$ cat src/hw/rtl/ipv4tx_pkg.sv
`default_nettype none

package ipv4tx_pkg;

  // Configuration port
  localparam int unsigned CFG_IDX_W = 4;

  localparam logic [CFG_IDX_W-1:0] REG_LOCAL_IP    = CFG_IDX_W'(0);
  localparam logic [CFG_IDX_W-1:0] REG_SUBNET_MASK = CFG_IDX_W'(1);
  localparam logic [CFG_IDX_W-1:0] REG_GATEWAY_IP  = CFG_IDX_W'(2);
  localparam logic [CFG_IDX_W-1:0] REG_LOOP_SRC_IP = CFG_IDX_W'(3);

  localparam logic [31:0] LOCAL_IP_RST = 32'h0000_0000;
  localparam logic [31:0] MASK_RST     = 32'h0000_0000;
  localparam logic [31:0] GATEWAY_RST  = 32'h0000_0000;
  localparam logic [31:0] LOOP_SRC_RST = 32'h7F00_0001;

  // Header constants
  localparam logic [15:0] VER_IHL_WORD = 16'h4500;
  localparam logic [7:0]  IP_TTL       = 8'd64;
  localparam logic [15:0] HDR_BYTES    = 16'd20;
  localparam logic [7:0]  LOOP_NET     = 8'h7F;
  localparam logic [31:0] ALL_ONES     = 32'hFFFF_FFFF;

  // Header word positions
  localparam logic [3:0] WIDX_VER    = 4'd0;
  localparam logic [3:0] WIDX_TLEN   = 4'd1;
  localparam logic [3:0] WIDX_ID     = 4'd2;
  localparam logic [3:0] WIDX_FRAG   = 4'd3;
  localparam logic [3:0] WIDX_TTL    = 4'd4;
  localparam logic [3:0] WIDX_CSUM   = 4'd5;
  localparam logic [3:0] WIDX_SRC_HI = 4'd6;
  localparam logic [3:0] WIDX_SRC_LO = 4'd7;
  localparam logic [3:0] WIDX_DST_HI = 4'd8;
  localparam logic [3:0] WIDX_DST_LO = 4'd9;

  typedef enum logic [1:0] {
    ROUTE_DIRECT  = 2'd0,
    ROUTE_GATEWAY = 2'd1,
    ROUTE_BCAST   = 2'd2,
    ROUTE_LOOP    = 2'd3
  } route_kind_t;

  typedef struct packed {
    logic [31:0] local_ip;
    logic [31:0] subnet_mask;
    logic [31:0] gateway_ip;
    logic [31:0] loopback_src_ip;
  } cfg_regs_t;

  typedef struct packed {
    logic [31:0] dest_addr;
    logic [7:0]  proto_num;
    logic [15:0] body_len;
  } in_item_t;

  typedef struct packed {
    logic [1:0]  route_kind;
    logic [31:0] hop_addr;
    logic [3:0]  word_index;
    logic [15:0] header_word;
    logic        last_word;
  } out_item_t;

  // One classified request, ready for serialization
  typedef struct packed {
    route_kind_t kind;
    logic [31:0] hop;
    logic [31:0] src;
    logic [31:0] dest;
    logic [15:0] tot_len;
    logic [7:0]  proto;
    logic [15:0] csum;
  } desc_t;

endpackage

`default_nettype wire

$ cat src/hw/rtl/ipv4tx_front.sv
`default_nettype none

module ipv4tx_front (
  input  wire                   clk,
  input  wire                   rst_n,
  input  ipv4tx_pkg::cfg_regs_t cfg,
  input  wire                   in_valid,
  output logic                  in_stall,
  input  ipv4tx_pkg::in_item_t  in_data,
  output logic                  q_wr,
  input  wire                   q_ready,
  output ipv4tx_pkg::desc_t     q_wdata
);
  import ipv4tx_pkg::*;

  // Stage 1: route classification
  logic        s1_v_r, s1_v_nxt;
  desc_t       s1_r;
  desc_t       s1_nxt;
  // Stage 2: checksum sum
  logic        s2_v_r, s2_v_nxt;
  desc_t       s2_r;
  logic [18:0] sum_r, sum_nxt;

  logic        s2_free, s1_move, s1_take;
  logic        is_loop, is_bcast, is_gw;
  logic [31:0] bcast_addr;
  logic [16:0] fold1;
  logic [15:0] fold2;

  // Handshake between stages
  assign s2_free  = !s2_v_r || q_ready;
  assign s1_move  = s1_v_r && s2_free;
  assign s1_take  = !s1_v_r || s1_move;
  assign in_stall = !s1_take;
  assign q_wr     = s2_v_r && q_ready;

  // Classification of the incoming request
  always_comb begin
    bcast_addr = (cfg.subnet_mask != '0) ? (cfg.local_ip | ~cfg.subnet_mask) : ALL_ONES;
    is_loop    = (in_data.dest_addr[31:24] == LOOP_NET) ||
                 (in_data.dest_addr == cfg.local_ip);
    is_bcast   = (in_data.dest_addr == ALL_ONES) || (in_data.dest_addr == bcast_addr);
    is_gw      = (cfg.subnet_mask != '0) &&
                 ((in_data.dest_addr & cfg.subnet_mask) != (cfg.local_ip & cfg.subnet_mask)) &&
                 (cfg.gateway_ip != '0);

    s1_nxt         = s1_r;
    s1_nxt.hop     = in_data.dest_addr;
    s1_nxt.src     = cfg.local_ip;
    s1_nxt.dest    = in_data.dest_addr;
    s1_nxt.tot_len = in_data.body_len + HDR_BYTES;
    s1_nxt.proto   = in_data.proto_num;
    s1_nxt.csum    = '0;
    if (is_loop) begin
      s1_nxt.kind = ROUTE_LOOP;
      if (in_data.dest_addr != cfg.local_ip) begin
        s1_nxt.src = cfg.loopback_src_ip;
      end
    end else if (is_bcast) begin
      s1_nxt.kind = ROUTE_BCAST;
    end else if (is_gw) begin
      s1_nxt.kind = ROUTE_GATEWAY;
      s1_nxt.hop  = cfg.gateway_ip;
    end else begin
      s1_nxt.kind = ROUTE_DIRECT;
    end
  end

  // Sum of the seven nonzero header words (checksum word taken as zero)
  assign sum_nxt = 19'(VER_IHL_WORD) + 19'({IP_TTL, s1_r.proto}) + 19'(s1_r.tot_len) +
                   19'(s1_r.src[31:16]) + 19'(s1_r.src[15:0]) +
                   19'(s1_r.dest[31:16]) + 19'(s1_r.dest[15:0]);

  // End-around carry folding and complement on the way into the queue
  always_comb begin
    fold1        = 17'(sum_r[15:0]) + 17'(sum_r[18:16]);
    fold2        = fold1[15:0] + 16'(fold1[16]);
    q_wdata      = s2_r;
    q_wdata.csum = ~fold2;
  end

  assign s1_v_nxt = s1_take ? in_valid : s1_v_r;
  assign s2_v_nxt = s2_free ? s1_v_r : s2_v_r;

  always_ff @(posedge clk) begin
    if (!rst_n) begin
      s1_v_r <= 1'b0;
      s2_v_r <= 1'b0;
    end else begin
      s1_v_r <= s1_v_nxt;
      s2_v_r <= s2_v_nxt;
    end
  end

  always_ff @(posedge clk) begin
    if (s1_take) begin
      s1_r <= s1_nxt;
    end
    if (s1_move) begin
      s2_r  <= s1_r;
      sum_r <= sum_nxt;
    end
  end

endmodule

`default_nettype wire

$ cat src/hw/rtl/ipv4tx_fifo.sv
`default_nettype none

module ipv4tx_fifo (
  input  wire               clk,
  input  wire               rst_n,
  input  wire               wr,
  output logic              wr_ready,
  input  ipv4tx_pkg::desc_t wdata,
  input  wire               rd,
  output logic              rd_valid,
  output ipv4tx_pkg::desc_t rdata
);
  import ipv4tx_pkg::*;

  // Two-entry descriptor queue
  desc_t       mem_r [2];
  logic        wr_ptr_r, wr_ptr_nxt;
  logic        rd_ptr_r, rd_ptr_nxt;
  logic [1:0]  cnt_r, cnt_nxt;

  assign wr_ready = (cnt_r != 2'd2);
  assign rd_valid = (cnt_r != 2'd0);
  assign rdata    = mem_r[rd_ptr_r];

  always_comb begin
    wr_ptr_nxt = wr_ptr_r ^ wr;
    rd_ptr_nxt = rd_ptr_r ^ rd;
    cnt_nxt    = cnt_r + 2'(wr) - 2'(rd);
  end

  always_ff @(posedge clk) begin
    if (!rst_n) begin
      wr_ptr_r <= 1'b0;
      rd_ptr_r <= 1'b0;
      cnt_r    <= 2'd0;
    end else begin
      wr_ptr_r <= wr_ptr_nxt;
      rd_ptr_r <= rd_ptr_nxt;
      cnt_r    <= cnt_nxt;
    end
  end

  always_ff @(posedge clk) begin
    if (wr) begin
      mem_r[wr_ptr_r] <= wdata;
    end
  end

endmodule

`default_nettype wire

$ cat src/hw/rtl/ipv4tx_back.sv
`default_nettype none

module ipv4tx_back (
  input  wire                   clk,
  input  wire                   rst_n,
  input  wire                   q_valid,
  output logic                  q_rd,
  input  ipv4tx_pkg::desc_t     q_rdata,
  output logic                  out_valid,
  input  wire                   out_stall,
  output ipv4tx_pkg::out_item_t out_data
);
  import ipv4tx_pkg::*;

  desc_t       cur_r;
  logic        cur_v_r, cur_v_nxt;
  logic [3:0]  cnt_r, cnt_nxt;
  logic        out_v_r, out_v_nxt;
  out_item_t   out_r, out_nxt;

  logic        load, is_last, need;
  logic [15:0] word;

  // Output register takes a new beat when empty or being drained
  assign load    = !out_v_r || !out_stall;
  assign is_last = (cnt_r == WIDX_DST_LO);
  assign need    = !cur_v_r || (is_last && load);
  assign q_rd    = need && q_valid;

  // Header word select
  always_comb begin
    unique case (cnt_r)
      WIDX_VER:    word = VER_IHL_WORD;
      WIDX_TLEN:   word = cur_r.tot_len;
      WIDX_ID:     word = '0;
      WIDX_FRAG:   word = '0;
      WIDX_TTL:    word = {IP_TTL, cur_r.proto};
      WIDX_CSUM:   word = cur_r.csum;
      WIDX_SRC_HI: word = cur_r.src[31:16];
      WIDX_SRC_LO: word = cur_r.src[15:0];
      WIDX_DST_HI: word = cur_r.dest[31:16];
      WIDX_DST_LO: word = cur_r.dest[15:0];
      default:     word = '0;
    endcase
  end

  always_comb begin
    out_nxt             = out_r;
    out_nxt.route_kind  = cur_r.kind;
    out_nxt.hop_addr    = cur_r.hop;
    out_nxt.word_index  = cnt_r;
    out_nxt.header_word = word;
    out_nxt.last_word   = is_last;
    out_v_nxt           = load ? cur_v_r : out_v_r;

    // Word counter and descriptor slot
    cur_v_nxt = cur_v_r;
    cnt_nxt   = cnt_r;
    if (q_rd) begin
      cur_v_nxt = 1'b1;
      cnt_nxt   = WIDX_VER;
    end else if (load && cur_v_r) begin
      if (is_last) begin
        cur_v_nxt = 1'b0;
      end else begin
        cnt_nxt = cnt_r + 4'd1;
      end
    end
  end

  always_ff @(posedge clk) begin
    if (!rst_n) begin
      cur_v_r <= 1'b0;
      cnt_r   <= WIDX_VER;
      out_v_r <= 1'b0;
    end else begin
      cur_v_r <= cur_v_nxt;
      cnt_r   <= cnt_nxt;
      out_v_r <= out_v_nxt;
    end
  end

  always_ff @(posedge clk) begin
    if (q_rd) begin
      cur_r <= q_rdata;
    end
    if (load) begin
      out_r <= out_nxt;
    end
  end

  assign out_valid = out_v_r;
  assign out_data  = out_r;

endmodule

`default_nettype wire

$ cat src/hw/rtl/ipv4_tx_route_and_header_top.sv
`default_nettype none

// Channel   Direction  Handshake         Beat content
// in_       input      valid / stall     dest_addr, proto_num, body_len
// out_      output     valid / stall     route_kind, hop_addr, word_index, header_word, last_word
// cfg_      input      valid / ready     cfg_index (register), cfg_data (32-bit value)
//
// Each request produces ten result beats, one per cycle while out_stall is low; the back part
// loads the next request as its last word is taken, so its word serializer sets the sustained rate.
// A request reaches its first word through front stage 1, front stage 2, queue, slot and output.
// rst_n is synchronous: all valids clear, and the config registers, pointers and counters return to their reset values.
// Input and output stall independently; a two-entry queue separates front and back.
// cfg_ready is always high; writes to an index past the register list are dropped.

module ipv4_tx_route_and_header_top (
  input  wire                                  clk,
  input  wire                                  rst_n,
  input  wire                                  in_valid,
  output logic                                 in_stall,
  input  ipv4tx_pkg::in_item_t                 in_data,
  output logic                                 out_valid,
  input  wire                                  out_stall,
  output ipv4tx_pkg::out_item_t                out_data,
  input  wire                                  cfg_valid,
  output logic                                 cfg_ready,
  input  wire [ipv4tx_pkg::CFG_IDX_W-1:0]      cfg_index,
  input  wire [31:0]                           cfg_data
);
  import ipv4tx_pkg::*;

  cfg_regs_t cfg_r, cfg_nxt;
  logic      q_wr, q_ready, q_rd, q_valid;
  desc_t     q_wdata, q_rdata;

  assign cfg_ready = 1'b1;

  // Register write decode
  always_comb begin
    cfg_nxt = cfg_r;
    if (cfg_valid && cfg_ready) begin
      unique case (cfg_index)
        REG_LOCAL_IP:    cfg_nxt.local_ip        = cfg_data;
        REG_SUBNET_MASK: cfg_nxt.subnet_mask     = cfg_data;
        REG_GATEWAY_IP:  cfg_nxt.gateway_ip      = cfg_data;
        REG_LOOP_SRC_IP: cfg_nxt.loopback_src_ip = cfg_data;
        default:         cfg_nxt = cfg_r;
      endcase
    end
  end

  always_ff @(posedge clk) begin
    if (!rst_n) begin
      cfg_r.local_ip        <= LOCAL_IP_RST;
      cfg_r.subnet_mask     <= MASK_RST;
      cfg_r.gateway_ip      <= GATEWAY_RST;
      cfg_r.loopback_src_ip <= LOOP_SRC_RST;
    end else begin
      cfg_r <= cfg_nxt;
    end
  end

  ipv4tx_front u_front (
    .clk      (clk),
    .rst_n    (rst_n),
    .cfg      (cfg_r),
    .in_valid (in_valid),
    .in_stall (in_stall),
    .in_data  (in_data),
    .q_wr     (q_wr),
    .q_ready  (q_ready),
    .q_wdata  (q_wdata)
  );

  ipv4tx_fifo u_fifo (
    .clk      (clk),
    .rst_n    (rst_n),
    .wr       (q_wr),
    .wr_ready (q_ready),
    .wdata    (q_wdata),
    .rd       (q_rd),
    .rd_valid (q_valid),
    .rdata    (q_rdata)
  );

  ipv4tx_back u_back (
    .clk       (clk),
    .rst_n     (rst_n),
    .q_valid   (q_valid),
    .q_rd      (q_rd),
    .q_rdata   (q_rdata),
    .out_valid (out_valid),
    .out_stall (out_stall),
    .out_data  (out_data)
  );

endmodule

`default_nettype wire

$ cat config.mk
export PLATFORM = sky130hd
export DESIGN_NAME = ipv4_tx_route_and_header_top
export DESIGN_NICKNAME = d
export VERILOG_FILES = /design/src/hw/rtl/ipv4tx_pkg.sv /design/src/hw/rtl/ipv4tx_front.sv /design/src/hw/rtl/ipv4tx_fifo.sv /design/src/hw/rtl/ipv4tx_back.sv /design/src/hw/rtl/ipv4_tx_route_and_header_top.sv
export SDC_FILE = /design/constraint.sdc
export NUM_CORES = 1
export LEC_CHECK = 0
export ABC_AREA = 1
export ABC_CLOCK_PERIOD_IN_PS = 19300
export BUFFER_PORTS_ARGS = -buffer_cell sky130_fd_sc_hd__buf_2
export CORE_MARGIN = 5
export CORE_UTILIZATION = 45
export DETAILED_ROUTE_END_ITERATION = 6
export GPL_TIMING_DRIVEN = 0
export PLACE_DENSITY = 0.73
export REMOVE_ABC_BUFFERS = 1
export SYNTH_ARGS = -nofsm -noshare
export SYNTH_HDL_FRONTEND = slang
export SYNTH_HIERARCHICAL = 1
export SYNTH_SLANG_ARGS = --single-unit
$ cat constraint.sdc
create_clock -name clk -period 19.3 [get_ports clk]
set_input_delay 0.965 -clock clk [delete_from_list [all_inputs] [get_ports clk]]
set_output_delay 0.965 -clock clk [all_outputs]
set_load 0.05 [all_outputs]
[Yosys cells after proc, flatten, opt, wreduce, memory -nomap -nowiden]
Memories as Yosys holds them, arrays and structs flattened. A register that Yosys moved wholly into a read port is not among the register bits.
Cells that the tools add are included.
Cells by class
  muxes and demuxes: 14
  reductions and logical operators: 34
  $add $sub $neg: 12
  bitwise gates (word level): 9
  equal/unequal tests: 17
Operators by type and width (number)
  $mux 32: 6
  $pmux 16 s8: 1
  $add 19x16->19: 5
  $and 32x32->32: 2
  $eq 32x32->1: 2
  $ne 32x32->1: 2
  $reduce_bool 32->1: 2
  $eq 32x32->1 const B: 1
  $not 32->32: 1
  $or 32x32->32: 1
  $add 16x3->17: 1
  $add 15x15->16 const A: 1
  $add 16x1->16: 1
  $add 16x5->16 const B: 1
  $eq 4x3->1 const B: 4
  $not 16->16: 1
  $reduce_and 2->1: 6
  $eq 4x1->1 const B: 2
  $eq 4x2->1 const B: 2
  $eq 4x4->1 const B: 2
  $eq 8x7->1 const B: 1
  $logic_not 4->1: 2
  $logic_and 1x1->1: 7
  $mux 1: 7
  other kinds (10): 25
Storage, ports and cells
  register bits after elaboration: 458
  memories: 1
  memory bits (writable): 276
  input port bits: 97
Memory list
  u_fifo.mem_r: depth 2, width 138, rd ports 1, clocked after memory_dff 1, write ports 1, RTL line ipv4tx_fifo.sv:16  | desc_t mem_r [2];

[Longest topological paths before layout]
  depth after elaboration: 7
  mapped depth: 17
  mapped depth without buffers: 17

[By module]
Netlist, hierarchy kept.
By module, submodules not included
  ipv4tx_front: cells an instance 1546, instances 1, area an instance 14644.0 sq um, seq. area each 7937.6 sq um
  ipv4tx_fifo: cells an instance 458, instances 1, area an instance 10237.3 sq um, seq. area each 8388.0 sq um
  ipv4tx_back: cells an instance 467, instances 1, area an instance 7196.9 sq um, seq. area each 5915.7 sq um
  ipv4_tx_route_and_header_top: cells an instance 923, instances 1, area an instance 5944.5 sq um, seq. area each 2562.5 sq um

[Worst setup path before layout]
No wires, ideal clock.
  path type: flip-flop to flip-flop
  start point: register u_fifo.cnt_r[0]
  end point: register u_front.s2_r (netlist bit u_front/q_wdata[100]) (enable)
  path slack: 11.399 ns
  stages on the path, launching flop included: 5
  setup time: 0.688 ns
  buffers on the path: 0
  arrival: 7.213 ns
  clock period less this slack: 7.901 ns
  path through: dfxtp_1 -> inv_1 -> nand2_1 -> inv_1 -> a21oi_1
On the way
  longest elaborated chain between the ends: 3
RTL lines
  from (decl): RTL line ipv4tx_fifo.sv:19  | logic [1:0] cnt_r, cnt_nxt;
  from (signal assigned): RTL line ipv4tx_fifo.sv:39  | cnt_r <= cnt_nxt;
  $ne 2x2->1: RTL line ipv4tx_fifo.sv:21  | assign wr_ready = (cnt_r != 2'd2);
  named net q_ready: RTL line ipv4_tx_route_and_header_top.sv:32  | logic q_wr, q_ready, q_rd, q_valid;
  $logic_or 1x1->1: RTL line ipv4tx_front.sv:32  | assign s2_free = !s2_v_r || q_ready;
  $logic_and 1x1->1: RTL line ipv4tx_front.sv:33  | assign s1_move = s1_v_r && s2_free;
  named net u_front.s1_move: RTL line ipv4tx_front.sv:25  | logic s2_free, s1_move, s1_take;
  to (signal assigned): RTL line ipv4tx_front.sv:101  | s2_r <= s1_r;
  to (decl): RTL line ipv4tx_front.sv:22  | desc_t s2_r;
The timed path passes the listed nets, and every way through them passes these cells.
A chain may end at the register's enable or synchronous reset.

==> results.ini <==
[run_status]
outcome = complete, but fails checks
violations = capacitance limit

[timing]
hold_viol_final = 0
worst_pin_slew_ns = 1.48
fmax_mhz = 246
setup_tns_ns = 0
rsz0062_at_grt = false
slew-limit-headroom_pct = 0.766
skew_ns = 0.0279
fin_crit_sh_pct = 21.0
maxSlewViolCount = 0
setup_viol = 0
min_period_ns = 4.06

[critical_path]
crit_family = simple AND/OR/NAND/NOR gates
cp_num_buf_inv = 0
cp_max_fo = 33
worst_ep_arrival_time_ns = 4.44
cpMostUsedCell = nand2_1
end_kind = flip-flop
start_kind = flip-flop
worstSetupPathType = flip-flop to flip-flop
slowest_stage = nand2_1
crit_chain = nor4_1 -> nand2_1 -> nor2_1 -> nand2_1 -> nand2_4 -> nand2_1 -> nand2_1 -> nor2_1 -> nor2_1
crit_required_ns = 19.68
slowest_delay_ns = 0.86

[clock_network]
cts-resized-gates = 0
clock_path_buffers = 3
holdBufCountCts = 0
cts_setup_buffers = 0
clkTransAtPathRegs_ns = 0.06
numCtsBuffers = 88
cts-root-buf = clkbuf_16
clk_latency_ns = 0.64
h-tree-depth = 3
cts_tree = done
cts.sinks = 873

[logic_synthesis]
synth_top_area_share_pct = 57.8
ys_warn_count = 6
ys_seq_elements = 873
synthesis.area_um2 = 38000
ys_seq_area_share_pct = 65.2
synth.most_common_cell = nand2_1
synth.largest_area_cell = edfxtp_1
synth_area_leaders = edfxtp_1 58%, nand2_1 7.6%, dfxtp_1 7.4%, inv_1 5.0%, mux2_2 4.1%
synth_common_cells = 765 x nand2_1, 732 x edfxtp_1, 509 x inv_1, 380 x nor2_1, 163 x nand3_1
syn_inst = 3394
async_flop_share_pct = 0
synth_cell_type_count = 45
synth_edf_count = 732
synth_area_per_cell_um2 = 11.2
synthFlopType = edfxtp_1

[grt]
grt_overflow_total = 0
grt_pass1_vias = 23300
grtUsageTotal_pct = 19.6
grt_max_degree = 83
grt_pass1_wl_um = 135000
grt_antenna_before_repair = 15

[place]
port-buffer-count = 153
gp_congestion = 0.898
dp_hpwl_um = 61300

[power_and_ir_drop]
p_seq_share_pct = 47.9
switching_share_pct = 29.9
comb_power_share_pct = 21.0
powerDensity_nw_per_um2 = 123
total_power_mw = 5.29
clkPwrFrac_pct = 31.1
peakVddDrop_uv = 151
switchingPower_mw = 1.58
p_leak_nw = 17.5
power.internal_mw = 3.71

[floorplan]
die_w_um = 301
start_util_pct = 45.4
core_area_um2 = 83700
top_level_ports = 155
die_area_um2 = 90400
die_height_um = 301
std_cell_rows = 106

[final_layout]
area_growth_pct = 12.8
drive_above_1_share_pct = 13.4
postLayoutCoreUtil_pct = 51.3
fillers = 7103
nets = 3733

[route]
num_vias = 24100
wirelength_um = 89900
drtPass1Iterations = 7
final_antenna_net_count = 0
drc_errors = 0
wl_per_cell_um = 18.9
via_per_inst = 5.06
drtIter0Drc = 2240

[flow_run]
drv_cap = 1

[min_path]
hp-class = flip-flop to flip-flop

## final cells by class
cell class | instances | area (um2) | area share, %
repair buffers | 176 | 1330 | 3.11
inverters | 516 | 1960 | 4.57
clock buffers | 112 | 2330 | 5.44
flip-flops and latches | 873 | 24800 | 57.8
diodes | 5 | 12.5 | 0.0292
well taps | 1134 | 1420 | 3.31
multi-input cells | 1886 | 10600 | 24.7
clock inverters | 51 | 449 | 1.05
## power groups by stage
stage,registers (mW),logic [mW],clock network (mW)
6_report,2.54,1.11,1.64
5_1_grt,2.56,1.22,1.76
4_1_cts,2.54,1.12,1.67
3_5_place_dp,2.58,1.11,0
3_3_place_gp,2.65,1.07,0
2_1_floorplan,2.77,0.607,0
## through the flow
step                      cell area, um2  hold WS, ns  setup WS [ns]  cells
after CTS                          42900        0.415          15.27   4748
after global routing               42900        0.422          15.01   4751
final                              42900        0.413          15.24   4753
after floorplan                    37300        0.400          11.40   3275
after detailed placement           40100        0.405          15.22   4585
after global placement             39500        0.402           6.77   4562
## final timing paths
path	from	to	slack, ns	cells past startpoint
min reg2reg	u_back/cur_r[106]$_DFFE_PP_	u_back/out_data[23]$_DFFE_PN_	0.41	0
min	u_back/cur_r[106]$_DFFE_PP_	u_back/out_data[23]$_DFFE_PN_	0.41	0
max	cfg_r[36]$_SDFFE_PN0P_	u_front/s1_r[121]$_DFFE_PN_	15.24	9
max reg2reg	cfg_r[36]$_SDFFE_PN0P_	u_front/s1_r[121]$_DFFE_PN_	15.24	9
## cell families (layout without fill, tap and decap cells)
group           Yosys count  after routing  share of synthesized area (%)
mux                     138            138                           4.09
compound gates           86             86                           1.20
simple gates           1529           1529                           17.3
flops                   873            873                           65.2
xor+xnor                 37             37                          0.852
other cells               1              6                        0.00986
buf+inv                 635            855                           7.10
fa+ha+maj                95             95                           4.25
## state kept, by name, summed over array words and instances, names as in the netlist, named ones only
signal	flops
cfg_r	128
u_back/cnt_r	4
u_back/cur_r	138
u_back/cur_v_r	1
u_back/out_data	55
u_back/out_valid	1
u_fifo/cnt_r	2
u_fifo/mem_r	276
u_fifo/rd_ptr_r	1
u_fifo/wr_ptr_r	1
u_front/q_wdata	122
u_front/s1_r	122
u_front/s1_v_r	1
u_front/s2_v_r	1
u_front/sum_r	19
## cells in the final DEF, fill, tap and decap left out, drive strengths merged, types with 5 or more instances in the layout
cell / synthesis / routed
nand2: 774 / 774
edfxtp: 732 / 732
inv: 516 / 521
nor2: 390 / 390
buf: 98 / 176
nand3: 168 / 168
nand4: 157 / 157
dfxtp: 141 / 141
mux2: 138 / 138
clkbuf: 21 / 112
fa: 57 / 57
a21oi: 55 / 55
ha: 38 / 38
clkinv: 0 / 38
xor2: 25 / 25
o21ai: 24 / 24
xnor2: 12 / 12
nor3: 11 / 11
nor4: 10 / 10
and3: 9 / 9
bufinv: 0 / 6
nand3b: 6 / 6
diode: 0 / 5
## per-layer routing
| metal | track usage, % | part of all wire [%] |
|---|---|---|
| met3 | 4.59 | 8.3 |
| met1 | 25.9 | 41 |
| met4 | 6.10 | 3.0 |
| met5 | 0 | 0.097 |
| met2 | 32.5 | 48 |
(Power assumes the default switching activity.)
